### src/hw/rtl/bsa_pkg.sv
// Shared types and constants of the bitmap slab allocator.
// Used by the allocator top level, its divider and its checker; depends on nothing.
package bsa_pkg;

    // Field widths of the request, result and register channels
    localparam int ADDR_W   = 48;
    localparam int SIZE_W   = 17;
    localparam int COUNT_W  = 11;
    localparam int STATUS_W = 3;
    localparam int CFG_IDX_W = 2;

    // Occupancy memory word
    localparam int WORD_BITS = 8;
    localparam int BIT_W     = 3;
    localparam logic [WORD_BITS-1:0] WORD_FULL = 8'hFF;

    // Request kinds
    localparam logic FUNC_ALLOC = 1'b0;
    localparam logic FUNC_FREE  = 1'b1;

    // Register indexes
    localparam logic [CFG_IDX_W-1:0] CFG_BLOCK_SIZE    = 2'd0;
    localparam logic [CFG_IDX_W-1:0] CFG_BLOCK_COUNT   = 2'd1;
    localparam logic [CFG_IDX_W-1:0] CFG_REGION_BASE   = 2'd2;
    localparam logic [CFG_IDX_W-1:0] CFG_REGION_LENGTH = 2'd3;

    typedef enum logic [STATUS_W-1:0] {
        ST_ALLOC  = 3'd0,
        ST_FULL   = 3'd1,
        ST_FREED  = 3'd2,
        ST_RANGE  = 3'd3,
        ST_DOUBLE = 3'd4
    } status_t;

    typedef struct packed {
        logic busy;
        logic done;
    } div_status_t;

endpackage

### src/hw/rtl/bsa_divider.sv
// Restoring divider of the bitmap slab allocator, one quotient bit per cycle.
// Depends on bsa_pkg for the address and block size widths.
module bsa_divider (
    input  logic                         clk,
    input  logic                         rst_n,
    input  logic                         start,
    input  logic [bsa_pkg::ADDR_W-1:0]   dividend,
    input  logic [bsa_pkg::SIZE_W-1:0]   divisor,
    output logic [bsa_pkg::ADDR_W-1:0]   quotient,
    output bsa_pkg::div_status_t         stat
);
    import bsa_pkg::*;

    localparam int DCNT_W = $clog2(ADDR_W);

    logic              busy_reg, busy_next;
    logic              done_reg, done_next;
    logic [DCNT_W-1:0] cnt_reg, cnt_next;
    logic [SIZE_W-1:0] rem_reg, rem_next;
    logic [ADDR_W-1:0] quo_reg, quo_next;
    logic [SIZE_W-1:0] dvs_reg, dvs_next;
    logic [SIZE_W:0]   rem_sh;
    logic [SIZE_W:0]   diff;
    logic              take;

    always_comb
    begin
        rem_sh = {rem_reg, quo_reg[ADDR_W-1]};
        diff   = rem_sh - {1'b0, dvs_reg};
        take   = rem_sh >= {1'b0, dvs_reg};

        busy_next = busy_reg;
        done_next = 1'b0;
        cnt_next  = cnt_reg;
        rem_next  = rem_reg;
        quo_next  = quo_reg;
        dvs_next  = dvs_reg;

        if (start)
        begin
            busy_next = 1'b1;
            cnt_next  = '0;
            rem_next  = '0;
            quo_next  = dividend;
            dvs_next  = divisor;
        end
        else if (busy_reg)
        begin
            // The partial remainder stays below the divisor, so it fits the divisor width.
            quo_next = {quo_reg[ADDR_W-2:0], take};
            rem_next = take ? diff[SIZE_W-1:0] : rem_sh[SIZE_W-1:0];
            cnt_next = cnt_reg + DCNT_W'(1);
            if (cnt_reg == DCNT_W'(ADDR_W - 1))
            begin
                busy_next = 1'b0;
                done_next = 1'b1;
            end
        end
    end

    always_ff @(posedge clk or negedge rst_n)
    begin
        if (!rst_n)
        begin
            busy_reg <= 1'b0;
            done_reg <= 1'b0;
            cnt_reg  <= '0;
        end
        else
        begin
            busy_reg <= busy_next;
            done_reg <= done_next;
            cnt_reg  <= cnt_next;
        end
    end

    always_ff @(posedge clk)
    begin
        rem_reg <= rem_next;
        quo_reg <= quo_next;
        dvs_reg <= dvs_next;
    end

    assign quotient  = quo_reg;
    assign stat.busy = busy_reg;
    assign stat.done = done_reg;

endmodule

### src/hw/rtl/bitmap_slab_allocator.sv
// Top level of the bitmap slab allocator: occupancy memory, sequencer and result register.
// Depends on bsa_pkg and instantiates bsa_divider.
//
//  channel   signals                                  direction  content
//  s_axis    tvalid tready tdata[47:0] tuser[0]       in         request: address, func
//  m_axis    tvalid tready tdata[63:0] tuser[2:0]     out        result: block_address,
//                                                                used_count, status
//  cfg       valid ready index[1:0] data[47:0]        in         register write
//
// An allocate request reads occupancy words of eight blocks, one after another, until a
// free block turns up (at most MAX_BLOCKS / 8 rounded up words).
// A free request finds its block by a bit-serial divide of the offset.
// After reset the occupancy memory is cleared one word per cycle, during which no request
// is taken; register writes are taken at all times.
// A new request is taken while a result waits; a stalled result holds the sequencer.
module bitmap_slab_allocator #(
    parameter int MAX_BLOCKS = 1024,
    parameter int ADDR_BITS  = 48
) (
    input  logic                            clk,
    input  logic                            rst_n,
    input  logic                            s_axis_tvalid,
    output logic                            s_axis_tready,
    input  logic [bsa_pkg::ADDR_W-1:0]      s_axis_tdata,   // address
    input  logic                            s_axis_tuser,   // func
    output logic                            m_axis_tvalid,
    input  logic                            m_axis_tready,
    output logic [63:0]                     m_axis_tdata,   // block_address, used_count
    output logic [bsa_pkg::STATUS_W-1:0]    m_axis_tuser,   // status
    input  logic                            cfg_valid,
    output logic                            cfg_ready,
    input  logic [bsa_pkg::CFG_IDX_W-1:0]   cfg_index,
    input  logic [bsa_pkg::ADDR_W-1:0]      cfg_data
);
    import bsa_pkg::*;

    localparam int WORDS = (MAX_BLOCKS + WORD_BITS - 1) / WORD_BITS;
    localparam int WA_W  = (WORDS > 1) ? $clog2(WORDS) : 1;
    localparam int WC_W  = $clog2(WORDS + 1);
    localparam int IDX_W = $clog2(MAX_BLOCKS);
    localparam int CNT_W = $clog2(MAX_BLOCKS + 1);
    localparam int PROD_W = IDX_W + SIZE_W;
    localparam logic [ADDR_W-1:0] RES_MASK =
        (ADDR_BITS >= ADDR_W) ? {ADDR_W{1'b1}} : ((ADDR_W'(1) << ADDR_BITS) - ADDR_W'(1));

    typedef enum logic [11:0] {
        S_CLEAR      = 12'b0000_0000_0001,
        S_IDLE       = 12'b0000_0000_0010,
        S_SCAN_START = 12'b0000_0000_0100,
        S_SCAN       = 12'b0000_0000_1000,
        S_MUL        = 12'b0000_0001_0000,
        S_ADD        = 12'b0000_0010_0000,
        S_RANGE      = 12'b0000_0100_0000,
        S_LIMIT      = 12'b0000_1000_0000,
        S_DIV        = 12'b0001_0000_0000,
        S_FREE_RD    = 12'b0010_0000_0000,
        S_FREE_CHK   = 12'b0100_0000_0000,
        S_DONE       = 12'b1000_0000_0000
    } state_t;

    // Configuration registers
    logic [SIZE_W-1:0]  block_size_reg;
    logic [COUNT_W-1:0] block_count_reg;
    logic [ADDR_W-1:0]  region_base_reg;
    logic [ADDR_W-1:0]  region_length_reg;

    // Sequencer state
    state_t             state_reg, state_next;
    logic [WC_W-1:0]    word_reg, word_next;
    logic [CNT_W-1:0]   used_reg, used_next;
    logic               m_valid_reg, m_valid_next;

    // Datapath
    logic [ADDR_W-1:0]  addr_reg, addr_next;
    logic [ADDR_W-1:0]  off_reg, off_next;
    logic [IDX_W-1:0]   idx_reg, idx_next;
    logic [PROD_W-1:0]  prod_reg, prod_next;
    status_t            res_status_reg, res_status_next;
    logic [ADDR_W-1:0]  res_addr_reg, res_addr_next;
    status_t            out_status_reg, out_status_next;
    logic [ADDR_W-1:0]  out_addr_reg, out_addr_next;
    logic [COUNT_W-1:0] out_used_reg, out_used_next;

    // Occupancy memory
    logic [WORD_BITS-1:0] bitmap_mem [WORDS];
    logic [WORD_BITS-1:0] rd_word_reg;
    logic                 mem_we, mem_re;
    logic [WA_W-1:0]      mem_waddr, mem_raddr;
    logic [WORD_BITS-1:0] mem_wdata;

    // Divider
    logic                 div_start;
    logic [ADDR_W-1:0]    div_quo;
    div_status_t          div_stat;

    logic [SIZE_W-1:0]    eff_size;
    logic [CNT_W-1:0]     count_eff;
    logic [WC_W-1:0]      word_inc;
    logic [31:0]          base_bit;
    logic                 next_in_range;
    logic [WORD_BITS-1:0] valid_mask;
    logic [WORD_BITS-1:0] free_bits;
    logic [BIT_W-1:0]     lo_bit;
    logic                 found;
    logic                 out_free;

    bsa_divider u_div (
        .clk      (clk),
        .rst_n    (rst_n),
        .start    (div_start),
        .dividend (off_reg),
        .divisor  (eff_size),
        .quotient (div_quo),
        .stat     (div_stat)
    );

    always_ff @(posedge clk or negedge rst_n)
    begin
        if (!rst_n)
        begin
            block_size_reg    <= 17'd64;
            block_count_reg   <= 11'd1024;
            region_base_reg   <= '0;
            region_length_reg <= '0;
        end
        else if (cfg_valid)
        begin
            case (cfg_index)
                CFG_BLOCK_SIZE:    block_size_reg    <= cfg_data[SIZE_W-1:0];
                CFG_BLOCK_COUNT:   block_count_reg   <= cfg_data[COUNT_W-1:0];
                CFG_REGION_BASE:   region_base_reg   <= cfg_data;
                CFG_REGION_LENGTH: region_length_reg <= cfg_data;
                default:           ;
            endcase
        end
    end

    always_comb
    begin
        eff_size = (block_size_reg == '0) ? SIZE_W'(1) : block_size_reg;
        if (32'(block_count_reg) < 32'(MAX_BLOCKS))
            count_eff = CNT_W'(block_count_reg);
        else
            count_eff = CNT_W'(MAX_BLOCKS);

        word_inc      = word_reg + WC_W'(1);
        base_bit      = 32'(word_reg) << BIT_W;
        next_in_range = (32'(word_inc) << BIT_W) < 32'(count_eff);

        // Blocks at or past the effective count are treated as taken.
        for (int b = 0; b < WORD_BITS; b++)
            valid_mask[b] = (base_bit + 32'(b)) < 32'(count_eff);
        free_bits = ~rd_word_reg & valid_mask;
        found     = (rd_word_reg | ~valid_mask) != WORD_FULL;
        lo_bit    = '0;
        for (int b = WORD_BITS - 1; b >= 0; b--)
            if (free_bits[b])
                lo_bit = BIT_W'(b);
    end

    assign out_free = !m_valid_reg || m_axis_tready;

    always_comb
    begin
        state_next      = state_reg;
        word_next       = word_reg;
        used_next       = used_reg;
        addr_next       = addr_reg;
        off_next        = off_reg;
        idx_next        = idx_reg;
        prod_next       = prod_reg;
        res_status_next = res_status_reg;
        res_addr_next   = res_addr_reg;
        out_status_next = out_status_reg;
        out_addr_next   = out_addr_reg;
        out_used_next   = out_used_reg;
        m_valid_next    = m_valid_reg && !m_axis_tready;
        mem_we          = 1'b0;
        mem_waddr       = word_reg[WA_W-1:0];
        mem_wdata       = '0;
        mem_re          = 1'b0;
        mem_raddr       = word_reg[WA_W-1:0];
        div_start       = 1'b0;

        case (state_reg)
            S_CLEAR:
            begin
                mem_we    = 1'b1;
                word_next = word_inc;
                if (word_reg == WC_W'(WORDS - 1))
                begin
                    word_next  = '0;
                    state_next = S_IDLE;
                end
            end
            S_IDLE:
            begin
                if (s_axis_tvalid)
                begin
                    addr_next     = s_axis_tdata;
                    res_addr_next = '0;
                    word_next     = '0;
                    if (s_axis_tuser == FUNC_ALLOC)
                        state_next = S_SCAN_START;
                    else
                        state_next = S_RANGE;
                end
            end
            S_SCAN_START:
            begin
                if (count_eff == '0)
                begin
                    res_status_next = ST_FULL;
                    state_next      = S_DONE;
                end
                else
                begin
                    mem_re     = 1'b1;
                    state_next = S_SCAN;
                end
            end
            S_SCAN:
            begin
                // rd_word_reg holds word word_reg; the next is fetched if this one is full.
                if (found)
                begin
                    mem_we     = 1'b1;
                    mem_wdata  = rd_word_reg | (WORD_BITS'(1) << lo_bit);
                    idx_next   = IDX_W'({word_reg, lo_bit});
                    used_next  = used_reg + CNT_W'(1);
                    state_next = S_MUL;
                end
                else if (next_in_range)
                begin
                    mem_re     = 1'b1;
                    mem_raddr  = word_inc[WA_W-1:0];
                    word_next  = word_inc;
                end
                else
                begin
                    res_status_next = ST_FULL;
                    state_next      = S_DONE;
                end
            end
            S_MUL:
            begin
                prod_next  = PROD_W'(idx_reg) * PROD_W'(eff_size);
                state_next = S_ADD;
            end
            S_ADD:
            begin
                res_addr_next   = (region_base_reg + ADDR_W'(prod_reg)) & RES_MASK;
                res_status_next = ST_ALLOC;
                state_next      = S_DONE;
            end
            S_RANGE:
            begin
                if (addr_reg < region_base_reg)
                begin
                    res_status_next = ST_RANGE;
                    state_next      = S_DONE;
                end
                else
                begin
                    off_next   = addr_reg - region_base_reg;
                    state_next = S_LIMIT;
                end
            end
            S_LIMIT:
            begin
                if ((off_reg > region_length_reg) ||
                    ((region_length_reg - off_reg) < ADDR_W'(eff_size)))
                begin
                    res_status_next = ST_RANGE;
                    state_next      = S_DONE;
                end
                else
                begin
                    div_start  = 1'b1;
                    state_next = S_DIV;
                end
            end
            S_DIV:
            begin
                if (div_stat.done && !div_stat.busy)
                begin
                    if (div_quo >= ADDR_W'(MAX_BLOCKS))
                    begin
                        res_status_next = ST_RANGE;
                        state_next      = S_DONE;
                    end
                    else
                    begin
                        idx_next   = div_quo[IDX_W-1:0];
                        state_next = S_FREE_RD;
                    end
                end
            end
            S_FREE_RD:
            begin
                mem_re     = 1'b1;
                mem_raddr  = WA_W'(idx_reg >> BIT_W);
                state_next = S_FREE_CHK;
            end
            S_FREE_CHK:
            begin
                if (!rd_word_reg[idx_reg[BIT_W-1:0]])
                    res_status_next = ST_DOUBLE;
                else
                begin
                    mem_we    = 1'b1;
                    mem_waddr = WA_W'(idx_reg >> BIT_W);
                    mem_wdata = rd_word_reg & ~(WORD_BITS'(1) << idx_reg[BIT_W-1:0]);
                    if (used_reg != '0)
                        used_next = used_reg - CNT_W'(1);
                    res_status_next = ST_FREED;
                end
                state_next = S_DONE;
            end
            S_DONE:
            begin
                if (out_free)
                begin
                    out_status_next = res_status_reg;
                    out_addr_next   = res_addr_reg;
                    out_used_next   = COUNT_W'(used_reg);
                    m_valid_next    = 1'b1;
                    state_next      = S_IDLE;
                end
            end
            default:
            begin
                state_next = S_IDLE;
            end
        endcase
    end

    always_ff @(posedge clk or negedge rst_n)
    begin
        if (!rst_n)
        begin
            state_reg   <= S_CLEAR;
            word_reg    <= '0;
            used_reg    <= '0;
            m_valid_reg <= 1'b0;
        end
        else
        begin
            state_reg   <= state_next;
            word_reg    <= word_next;
            used_reg    <= used_next;
            m_valid_reg <= m_valid_next;
        end
    end

    always_ff @(posedge clk)
    begin
        addr_reg       <= addr_next;
        off_reg        <= off_next;
        idx_reg        <= idx_next;
        prod_reg       <= prod_next;
        res_status_reg <= res_status_next;
        res_addr_reg   <= res_addr_next;
        out_status_reg <= out_status_next;
        out_addr_reg   <= out_addr_next;
        out_used_reg   <= out_used_next;
    end

    always_ff @(posedge clk)
    begin
        if (mem_we)
            bitmap_mem[mem_waddr] <= mem_wdata;
        if (mem_re)
            rd_word_reg <= bitmap_mem[mem_raddr];
    end

    assign s_axis_tready = (state_reg == S_IDLE);
    assign cfg_ready     = 1'b1;
    assign m_axis_tvalid = m_valid_reg;
    assign m_axis_tdata  = {5'b0, out_used_reg, out_addr_reg};
    assign m_axis_tuser  = out_status_reg;

endmodule

### config.mk
export PLATFORM = sky130hd
export DESIGN_NAME = bitmap_slab_allocator
export DESIGN_NICKNAME = d
export VERILOG_FILES = /design/src/hw/rtl/bsa_pkg.sv /design/src/hw/rtl/bsa_divider.sv /design/src/hw/rtl/bitmap_slab_allocator.sv
export SDC_FILE = /design/constraint.sdc
export NUM_CORES = 2
export LEC_CHECK = 0
export BUFFER_PORTS_ARGS = -buffer_cell sky130_fd_sc_hd__buf_2
export CORE_UTILIZATION = 35
export CTS_BUF_LIST = sky130_fd_sc_hd__clkbuf_2 sky130_fd_sc_hd__clkbuf_4 sky130_fd_sc_hd__clkbuf_8
export DETAILED_ROUTE_END_ITERATION = 8
export GPL_TIMING_DRIVEN = 0
export PLACE_DENSITY = 0.61
export SYNTH_ARGS = -nofsm -noshare
export SYNTH_HDL_FRONTEND = slang
export SYNTH_SLANG_ARGS = --single-unit
### constraint.sdc
create_clock -name clk -period 11.8 [get_ports clk]
set_input_delay 0.59 -clock clk [delete_from_list [all_inputs] [get_ports clk]]
set_output_delay 0.59 -clock clk [all_outputs]
set_load 0.05 [all_outputs]
==> run summary <==
========================================================================================================
Final wirelength ..........................................................................    222000 um
Number of buffers added by the clock tree synthesis step ..................................          232
Final estimated routing congestion in global placement ....................................        0.921
Max Clock Freq ............................................................................    0.125 GHz
Transition time at the pin with the least slew margin .....................................      1.50 ns
Nets ......................................................................................         6986
Global Route Usage Sum ....................................................................        20.5%
First-pass iteration count of the detailed router .........................................            6
Post-Syn Area .............................................................................    73800 um2
Number of pins exceeding their max-slew limit in the final report .........................            1
EDFF count, synth .........................................................................         1343
VDD IR-drop max ...........................................................................     0.240 mV
Detailed-placement wirelength estimate ....................................................    160000 um
Power density over the cells ..............................................................   226 nW/um2
Pin count of the biggest net entering global routing ......................................           93
Layout filler cell count ..................................................................        19.6k
Post-synthesis async set-or-reset flop share ..............................................        10.8%
Max-cap violations ........................................................................            2
Violations in the final reports ........................................................... capacitance limit, slew limit
Class of the tightest hold or removal check ............................................... input port to flip-flop
Highest-count cells in the layout ignoring fill and taps .................................. 1343 x sky130_fd_sc_hd__edfxtp_1, 882 x sky130_fd_sc_hd__nand2_1, 339 x sky130_fd_sc_hd__nor2_1, 327 x sky130_fd_sc_hd__inv_1, 282 x sky130_fd_sc_hd__a21oi_1
I/O pin count .............................................................................          174
Total number of clock tree sinks ..........................................................         1524
Skew-Pair Late Insertion Delay ............................................................      1.04 ns
Starting utilization of the core area .....................................................        35.2%
Post-CTS clock slew at the launch and capture registers of the worst setup and hold paths .      0.06 ns
CTS H-tree lvls ...........................................................................            4
Width of the die ..........................................................................       461 um
DRC errors left ...........................................................................            0
Area taken by multi-input logic gates .....................................................    26700 um2
Synth Area in XOR/XNOR ....................................................................        1.89%
Simple-gate portion of the synthesized area ...............................................        12.1%
Overflow after GRT ........................................................................            0
FP Rows ...................................................................................          168
Critical Path AT ..........................................................................      8.82 ns
First-pass GRT wire length ................................................................    324000 um
Adder and majority cell fraction of the synthesized area ..................................        7.51%
Cells after Synth .........................................................................         5978
Most common cell after layout, fill and taps aside ........................................ sky130_fd_sc_hd__edfxtp_1
Minimum hold slack ........................................................................    0.0437 ns
Number of hold-slack violations in the final timing report ................................            0
Setup ws final ............................................................................      3.80 ns
Total power of the final layout ...........................................................      19.2 mW
Count of endpoints failing setup in the final report ......................................            0
Register area share after synthesis .......................................................        60.7%
Area used by sequential logic in the layout ...............................................    44800 um2
Synthesized area per cell .................................................................     12.3 um2
Flip-flop count of the largest register after layout ......................................         1024
Mean routed wirelength per cell ...........................................................      23.3 um
Core ar. ..................................................................................   210000 um2
Count of different cell masters after synthesis ...........................................          101
Count of placed standard cells including taps .............................................         8987
Worst setup slack after placement .........................................................      4.19 ns
Result of the run ......................................................................... finished with violations
Total number of yosys warnings ............................................................            0
Critical-path maximum fanout ..............................................................           10
Average vias per placed instance ..........................................................         5.35
Most instantiated flip-flop cell in the synthesis netlist ................................. sky130_fd_sc_hd__edfxtp_1
Kind of capture point of the worst setup path .............................................    flip-flop
Count of non-filler cells in the finished layout ..........................................         9513
Setup crit start kind .....................................................................    flip-flop
Post-route clock skew .....................................................................    0.0671 ns
Final critical path time including I/O delays and setup ...................................      8.00 ns
CTS tree ..................................................................................         done
Largest area contributor in the synthesized netlist ....................................... sky130_fd_sc_hd__edfxtp_1
Die outline area ..........................................................................   213000 um2
Count of input and output buffers .........................................................          167
Die Height ................................................................................       461 um
Area fraction of the dominant cell type after synthesis ...................................        54.6%
Compound-gate portion of the synthesized area .............................................        8.82%
Fin crit share ............................................................................        67.8%
Most flop-heavy register ..................................................................   bitmap_mem
Required time reported for the critical path endpoint .....................................     12.62 ns
Worst setup path category ................................................................. flip-flop to flip-flop
Worst max-slew margin expressed relative to the limit .....................................      -0.348%
Share of synthesized area spent on multiplexers ...........................................        5.62%
ANT nets after route ......................................................................            0
Register bit total from synthesis .........................................................         1524
Vias in the first global route ............................................................        49.9k
Area overhead of the layout relative to synthesis .........................................        14.8%
Unrepaired setup endpoints after global routing ...........................................        false
Longest Clk Path Bufs .....................................................................            3
Antenna violations before repair ..........................................................            9
Leakage ...................................................................................      31.3 nW
Total via count in the routed design ......................................................        50.9k
Top area cells in the synthesized netlist ................................................. sky130_fd_sc_hd__edfxtp_1 55%, sky130_fd_sc_hd__dfrtp_1 5.5%, sky130_fd_sc_hd__nand2_1 4.5%
DR iter-0 viols ...........................................................................         5232
Clock tree root buffer cell ............................................................... sky130_fd_sc_hd__clkbuf_8
Dominant combinational cell family by area after synthesis ................................ simple AND/OR/NAND/NOR gates
Layout cell share with drive strength beyond 1 ............................................        13.8%
========================================================================================================
[logic make-up (layout without fill, tap and decap cells)]
| family | count (synthesis) | in the layout |
|---|---|---|
| other | 2 | 10 |
| multiplexers | 377 | 377 |
| flip-flops | 1524 | 1524 |
| AO/OA/AOI/OAI | 984 | 984 |
| buffers and inverters | 610 | 1332 |
| adder cells (fa/ha/maj) | 369 | 369 |
| XOR/XNOR | 159 | 159 |
| AND/OR/NAND/NOR | 1953 | 1953 |
[synth_stat cells (54+ instances only)]
master and instances:
sky130_fd_sc_hd__fa_1 123, sky130_fd_sc_hd__nand4_1 60, sky130_fd_sc_hd__a211oi_1 57, sky130_fd_sc_hd__inv_1 327
sky130_fd_sc_hd__a31oi_1 98, sky130_fd_sc_hd__ha_1 246, sky130_fd_sc_hd__mux2_2 149, sky130_fd_sc_hd__a21o_1 82
sky130_fd_sc_hd__xnor2_1 109, sky130_fd_sc_hd__nand3_1 197, sky130_fd_sc_hd__mux2i_1 193, sky130_fd_sc_hd__clkbuf_1 170
sky130_fd_sc_hd__and2_1 94, sky130_fd_sc_hd__nor3_1 85, sky130_fd_sc_hd__and3_1 54, sky130_fd_sc_hd__buf_2 62
sky130_fd_sc_hd__a21oi_1 284, sky130_fd_sc_hd__nand2_1 882, sky130_fd_sc_hd__nor2_1 343, sky130_fd_sc_hd__dfrtp_1 161
sky130_fd_sc_hd__o21ai_0 127, sky130_fd_sc_hd__edfxtp_1 1343
[power breakdown]
part | internal [mW] | switching [mW] | total [mW]
Clock | 2.41 | 2.20 | 4.61
Sequential | 6.44 | 0.246 | 6.69
Combinational | 2.73 | 5.13 | 7.86
[stage by stage]
step                      TNS, ns  utilization [%]  instance area (um2)
after detailed placement        0             37.7                78900
after global routing            0             40.4                84700
after CTS                       0             40.4                84700
after global placement    -684.90             37.3                78200
after floorplan                 0                -                73800
final                           0             40.4                84700
[layout make-up]
class,instances,area share [%]
plain buffers,280,1.47
inverters,330,1.46
well taps,2805,4.14
clock buffers,327,4.66
flip-flops and latches,1524,52.8
multi-input cells,3848,31.5
diodes,4,0.0118
repair buffers,297,2.88
clock inverters,98,1.05
[worst max-delay path, stage by stage (launching register included)]
cell and delay (ns):
sky130_fd_sc_hd__dfrtp_1 0.70, sky130_fd_sc_hd__ha_1 0.38, sky130_fd_sc_hd__nand3_1 0.12, sky130_fd_sc_hd__xnor2_1 0.47, sky130_fd_sc_hd__ha_1 0.36, sky130_fd_sc_hd__a21o_1 0.17, sky130_fd_sc_hd__a21o_1 0.17, sky130_fd_sc_hd__a21o_1 0.17
sky130_fd_sc_hd__a21o_1 0.21, sky130_fd_sc_hd__nor3_2 0.29, sky130_fd_sc_hd__a32oi_1 0.53, sky130_fd_sc_hd__nand2_1 0.57, sky130_fd_sc_hd__clkbuf_1 0.68, sky130_fd_sc_hd__clkbuf_1 0.50, sky130_fd_sc_hd__clkbuf_1 0.78, sky130_fd_sc_hd__nand2_1 0.14
sky130_fd_sc_hd__nand3_1 0.12, sky130_fd_sc_hd__a31oi_1 0.10, sky130_fd_sc_hd__nor4_1 0.91, sky130_fd_sc_hd__and4_1 0.42
[repair_timing]
item,4_1_cts,5_1_grt
hold endpoints to repair,226,0
hold buffers,97,0
resized for setup,0,0
buffers inserted,0,0
[path summary, 6_finish.rpt]
path | start | to | slack (ns) | cells past startpoint
setup / recovery | word_reg[1] | rd_word_reg[6] | 3.80 | 19
hold / removal | cfg_data[0] | block_count_reg[0] | 0.04 | 2
setup reg to reg | word_reg[1] | rd_word_reg[6] | 3.80 | 19
hold reg to reg | res_addr_reg[5] | out_addr_reg[5] | 0.36 | 0
max in group asynchronous | rst_n | state_reg[9] | 10.65 | 3
min in group asynchronous | rst_n | region_base_reg[22] | 0.17 | 2
[per-layer routing]
| layer | wire length [um] | global-route usage, % |
|---|---|---|
| met1 | 94300 | 27.7 |
| met2 | 101000 | 32.7 |
| met3 | 17300 | 3.41 |
| met4 | 8840 | 8.39 |
| met5 | 63 | 0 |
(Power assumes the default switching activity.)
